==> src/design/fsfc_pkg.sv <==
`timescale 1ns / 1ps
// ----------------------------------------------------------------------------
// Flow sensor frame checker package
// Frame layout, status codes, sequencer states and shared types.
// ----------------------------------------------------------------------------
package fsfc_pkg;

   localparam int FRAME_LEN        = 11;
   localparam int SUM_LEN          = 10;
   localparam int POS_BITS         = 4;
   localparam int ERROR_COUNT_BITS = 16;

   localparam logic [7:0] HDR0 = 8'h55;
   localparam logic [7:0] HDR1 = 8'h03;
   localparam logic [7:0] HDR2 = 8'd11;

   localparam int LEVEL_HI_POS  = 3;
   localparam int LEVEL_LO_POS  = 4;
   localparam int VOLUME_HI_POS = 5;
   localparam int VOLUME_LO_POS = 6;
   localparam int WARNING_POS   = 7;
   localparam int MODE_POS      = 8;
   localparam int INVALID_POS   = 9;
   localparam int SUM_POS       = 10;

   typedef enum logic [1:0] {
      STATUS_GOOD     = 2'd0,
      STATUS_HEADER   = 2'd1,
      STATUS_INVALID  = 2'd2,
      STATUS_CHECKSUM = 2'd3
   } status_type;

   typedef enum logic [1:0] {
      ST_IDLE,
      ST_SUM,
      ST_RESOLVE
   } state_type;

   typedef struct packed {
      logic busy;
      logic done;
   } sum_status_type;

endpackage

==> src/design/fsfc_sum_unit.sv <==
`timescale 1ns / 1ps
// ----------------------------------------------------------------------------
// Frame checksum unit
// Steps through frame positions 0 to 9, one byte a cycle, through one 8-bit
// adder, and holds the wrapped sum.
// ----------------------------------------------------------------------------
module fsfc_sum_unit (
   input  logic                           clock,
   input  logic                           reset,
   input  logic                           start,
   input  logic [7:0]                     byte_value,
   output logic [fsfc_pkg::POS_BITS-1:0]  index,
   output logic [7:0]                     sum,
   output fsfc_pkg::sum_status_type       status
);

   localparam logic [fsfc_pkg::POS_BITS-1:0] LAST_IDX =
      fsfc_pkg::POS_BITS'(fsfc_pkg::SUM_LEN - 1);

   logic [fsfc_pkg::POS_BITS-1:0] idx_ff, idx_in;
   logic [7:0]                    acc_ff, acc_in;
   logic                          busy_ff, busy_in;
   logic                          done_ff, done_in;

   always_comb begin
      idx_in  = idx_ff;
      acc_in  = acc_ff;
      busy_in = busy_ff;
      done_in = 1'b0;
      if (start) begin
         idx_in  = '0;
         acc_in  = '0;
         busy_in = 1'b1;
      end else if (busy_ff) begin
         acc_in = acc_ff + byte_value;
         if (idx_ff == LAST_IDX) begin
            busy_in = 1'b0;
            done_in = 1'b1;
         end else begin
            idx_in = idx_ff + fsfc_pkg::POS_BITS'(1);
         end
      end
   end

   always_ff @(posedge clock) begin
      if (reset) begin
         busy_ff <= 1'b0;
         done_ff <= 1'b0;
      end else begin
         busy_ff <= busy_in;
         done_ff <= done_in;
      end
      idx_ff <= idx_in;
      acc_ff <= acc_in;
   end

   assign index       = idx_ff;
   assign sum         = acc_ff;
   assign status.busy = busy_ff;
   assign status.done = done_ff;

   a_done_after_busy: assert property (@(posedge clock) disable iff (reset)
      done_ff |-> !busy_ff && $past(busy_ff))
      else $error("checksum done without a pass");

   a_last_step: assert property (@(posedge clock) disable iff (reset)
      done_ff |-> idx_ff == LAST_IDX)
      else $error("checksum pass ended early");

   a_start_when_idle: assert property (@(posedge clock) disable iff (reset)
      start |-> !busy_ff)
      else $error("checksum started while busy");

endmodule

==> config.mk <==
export PLATFORM = sky130hd
export DESIGN_NAME = fsfc_sum_unit
export DESIGN_NICKNAME = d
export VERILOG_FILES = /design/src/design/fsfc_pkg.sv /design/src/design/fsfc_sum_unit.sv
export SDC_FILE = /design/constraint.sdc
export NUM_CORES = 1
export LEC_CHECK = 0
export ABC_AREA = 1
export BUFFER_PORTS_ARGS = -buffer_cell sky130_fd_sc_hd__clkbuf_2
export CAP_MARGIN = 20
export CELL_PAD_IN_SITES_DETAIL_PLACEMENT = 0
export CELL_PAD_IN_SITES_GLOBAL_PLACEMENT = 1
export CORE_MARGIN = 4
export CORE_UTILIZATION = 31
export CTS_BUF_LIST = sky130_fd_sc_hd__clkbuf_4 sky130_fd_sc_hd__clkbuf_8 sky130_fd_sc_hd__clkbuf_16
export CTS_CLUSTER_SIZE = 14
export DETAILED_ROUTE_END_ITERATION = 8
export PLACE_DENSITY = 0.75
export REMOVE_ABC_BUFFERS = 1
export SYNTH_ARGS = -nofsm -noshare
export SYNTH_HDL_FRONTEND = slang
export SYNTH_SLANG_ARGS = --single-unit
==> constraint.sdc <==
create_clock -name clock -period 1.75 [get_ports clock]
set_clock_uncertainty 0.15 [all_clocks]
set_input_delay 0.0875 -clock clock [delete_from_list [all_inputs] [get_ports clock]]
set_output_delay 0.0875 -clock clock [all_outputs]
set_load 0.01 [all_outputs]
# Word-level counts from Yosys, hierarchy flattened
# Cells that the tools add are included.
# Widths: inputs -> output; s select.
# classes
n_eq_ne	1
n_reduce_logical	2
n_mux	4
add_sub_neg	2
n_bitwise	2
# ops
operator	n
$add 8x8->8	1
$add 4x1->4 const B	1
$eq 4x4->1 const B	1
$mux 1	4
$reduce_or 3->1	1
$not 1->1	2
$reduce_and 2->1	1
# word_totals
word_cells	15
input_bits	11
out_inout_bits	14
ff_bits	14

# Logic depth before layout (Yosys ltp)
# logic_depth
word_depth	4
depth_mapped	12
mapped_depth_nobuf	12

# Worst setup path before layout
# OpenSTA, ideal clock, no wires.
# synth_timing
kind	register to register
startpoint	reg acc_ff[0] (netlist: sum[0])
endpoint	reg acc_ff[4] (netlist: sum[4])
setup_time_ns	0.109
t_required_ns	1.491
path_stages_with_launch	12
arrival_time_ns	1.492
synth_period_minus_slack_ns	1.750
n_path_buf	0
slack_ns	0.000
cell_sequence	dfxtp_1 ha_1 inv_1 fa_1 inv_1 nand2_1 nand2_1 and2_4 or2_0 nand3_1 nand2_1 inv_1
# synth_via
elab_chain_len	1
# synth_rtl
item	line	text
start: declaration	fsfc_sum_unit.sv:21	logic [7:0] acc_ff, acc_in;
start signal: assignment	fsfc_sum_unit.sv:54	acc_ff <= acc_in;
$add 8x8->8	fsfc_sum_unit.sv:35	acc_in = acc_ff + byte_value;
# No other way between the ends.
# A chain may end at the register's enable or synchronous reset.

# Worst setup path after layout
# Ends and elaborated chain as after synthesis.

==> metrics.yaml <==
synth:
  netlist_instances: 132
  synth-seq-area-share: 0.312
  synth_fa_ha_area_frac: 0.148
  ys_seq_elements: 14
  synthMuxAreaShare: 0
  yosysWarnings: 0
  syn_avg_cell_area_um2: 6.81
  synth_xor_area_frac: 0.0195
  synth_top_family_by_area: "simple AND/OR/NAND/NOR gates"
  syn_area_um2: 898
  synth_cell_types: 20
  yosys.area_share.simple: 0.316
  synth_compound_area_frac: 0.0808
setup_path:
  rrSetupSlack_ns: 0.05
  critPathMaxFanout: 2
  critPathLaunchType: "flop"
  timing.rr.start: "sum[0]$_SDFFE_PP0P_"
  rr_worst_depth: 11
  max_stage_delay_ns: 0.36
  critPathKind: "reg -> reg"
  worst_ep_arrival_time_ns: 1.74
  path_cells: "ha_4 -> inv_2 -> fa_2 -> inv_2 -> nand2_2 -> nand2_2 -> and2_4 -> or2_0 -> nand3_1 -> nand2_1 -> inv_1"
  crit_buf_inv: 3
  crit_path_top_delay_cell: "dfxtp_2"
  crit_path_end_kind: "flop"
  required_ns: 1.79
  path_delay_family: "adder cells"
  rr_endpoint: "sum[4]$_SDFFE_PP0P_"
hold_path:
  min_to: "sum[7]$_SDFFE_PP0P_"
  min_path_cells: 6
  hold_path_class: "in -> reg"
  hp-start: "byte_value[7]"
drt:
  wire_per_inst_um: 10.3
  viasPerCell: 4.52
  highest_layer: "met4"
  firstDrtPassIters: 4
  wirelength_met1_um: 839
  antenna_left: 0
  post-route-drc-count: 0
  vias: 876
  drt-initial-drc-count: 25
  drt_wl_total_um: 2000
  dr_wl_met3_um: 112
  wl_met2_um: 1040
power_and_ir_drop:
  worst_ir_drop_vdd_v: 0.000413
  p_leak_nw: 0.628
  power.density_nw_per_um2: 744
  p_total_uw: 855
status:
  status: "finished, final reports clean"
sta:
  maxClockFrequency_ghz: 0.589
  worst_pin_slew_ns: 0.307
  min_period_over_period: 0.971
  finalSetupViolCount: 0
  rsz0062_at_grt: "true"
  finalSetupTns_ns: 0
  slew_violations: 0
  hold_viol: 0
  fin_crit_ns: 1.70
  relSlewSlack: 0.795
die:
  die_h_um: 61.8
  core_area_um2: 2760
  die_area_um2: 3820
  initial_utilization: 0.326
  ioPinCount: 25
  rows: 19
  fp.dieW_um: 61.8
cells_and_area:
  areaGrowthSynthToFinish_pct: 28.0
  layout_common_cells: "nand2_1 (24), clkbuf_2 (24), inv_1 (21), nor2_1 (20), dfxtp_1 (13)"
  fill_cells: 298
  nets: 185
  antenna_cells_inserted: 0
  drive_above_1_share: 0.252
clock_network:
  cts_tree: "done"
  h-tree-depth: 1
  clockBufferDepth: 2
  clock-sinks: 14
  ctsRootBufferMaster: "clkbuf_4"
  clock_latency_ns: 0.28
  cts_buffers: 3
  path_clk_slew_ns: 0.09
global_routing:
  grt_pass1_wl_um: 3310
  grt_antenna_before_repair: 0
  grtUsageTotal: 0.116
  grt_max_degree: 10
  grt_overflow: 0
  grt_pass1_vias: 854
placement:
  portBuffers: 24
  dp_hpwl_um: 1550
  gp_congestion: 0.795
flow_run:
  maxCapViolCount: 0
[worst max path at each step]
stage,cells past startpoint,to,start,slack [ns]
5_1_grt,11,sum[4]$_SDFFE_PP0P_,sum[0]$_SDFFE_PP0P_,-0.06
3_3_place_gp,11,sum[4]$_SDFFE_PP0P_,sum[0]$_SDFFE_PP0P_,0.05
6_report,11,sum[4]$_SDFFE_PP0P_,sum[0]$_SDFFE_PP0P_,0.05
2_1_floorplan,11,sum[4]$_SDFFE_PP0P_,sum[0]$_SDFFE_PP0P_,-0.02
4_1_cts,11,sum[4]$_SDFFE_PP0P_,sum[0]$_SDFFE_PP0P_,0.02
3_5_place_dp,11,sum[4]$_SDFFE_PP0P_,sum[0]$_SDFFE_PP0P_,-0.02
[what timing repair did]
action,CTS,global route
buffers inserted,0,1
hold endpoints to repair,6,0
hold buffers,3,0
endpoints found under the setup margin,1,2
pin swaps,0,5
gates resized for setup,1,8
[registers in the layout, summed over array words and instances, names as in the netlist]
name / count
busy_ff: 1
sum: 8
index: 4
done_ff: 1
[power by group]
part,internal (mW),switching [mW]
Sequential,0.343,0.0239
Combinational,0.116,0.134
Clock,0.126,0.111
[cells in the mapped netlist]
| cell type | number | area, um^2 |
|---|---|---|
| ha_1 | 9 | 113 |
| buf_4 | 2 | 15.0 |
| nor4_1 | 1 | 6.26 |
| nand3_1 | 11 | 55.1 |
| buf_2 | 1 | 5.00 |
| nand2_1 | 26 | 97.6 |
| inv_1 | 23 | 86.3 |
| nand3b_1 | 3 | 22.5 |
| or2_0 | 1 | 6.26 |
| fa_1 | 1 | 20.0 |
| o211ai_1 | 1 | 7.51 |
| nor2_1 | 20 | 75.1 |
| dfxtp_1 | 14 | 280 |
| clkbuf_2 | 1 | 5.00 |
| a21oi_1 | 7 | 35.0 |
| o21ai_0 | 6 | 30.0 |
| or2_2 | 1 | 6.26 |
| and2_4 | 1 | 8.76 |
| or2_1 | 1 | 6.26 |
| xnor2_1 | 2 | 17.5 |
[kinds of logic (layout without fill, tap and decap cells)]
logic type      after synthesis  count (layout)
simple gates                 65              65
buf+inv                      27              58
compound gates               14              14
flops                        14              14
fa+ha+maj                    10              10
xor+xnor                      2               2
[layer usage]
| metal | global-route usage | vias up |
|---|---|---|
| met5 | 0 | - |
| met1 | 0.124 | 386 |
| met2 | 0.224 | 16 |
| met3 | 0.0372 | 2 |
| met4 | 0.0182 | 0 |
| li1 | - | 472 |
[metrics by stage]
step | std cells | setup WS (ns) | area, um^2 | util | hold WS, ns
6_report | 194 | 0.0516 | 1150 | 0.417 | 0.0484
3_3_place_gp | 186 | 0.0504 | 1050 | 0.382 | 0.120
5_1_grt | 194 | -0.0569 | 1150 | 0.417 | 0.0916
3_5_place_dp | 186 | -0.0171 | 1050 | 0.382 | 0.121
4_1_cts | 193 | 0.0244 | 1120 | 0.407 | 0.0435
2_1_floorplan | 128 | -0.0191 | 873 | - | 0.00657
[final cells by class]
cell class / count / area, um^2 / area share
Timing Repair Buffer: 31 / 180 / 0.157
Multi-Input combinational cell: 91 / 527 / 0.458
Clock buffer: 4 / 36.3 / 0.0316
Sequential cell: 14 / 282 / 0.245
Tap cell: 31 / 38.8 / 0.0337
Inverter: 23 / 86.3 / 0.0751
[worst reg2reg max path, delay by kind of cell (launching register included)]
family                     cells  cell delay [ns]
and+or+nand+nor                6             0.46
adders and majority gates      2             0.50
DFF                            1             0.36
buffers and inverters          3             0.13
No activity file was read; power rests on OpenSTA's default activity.
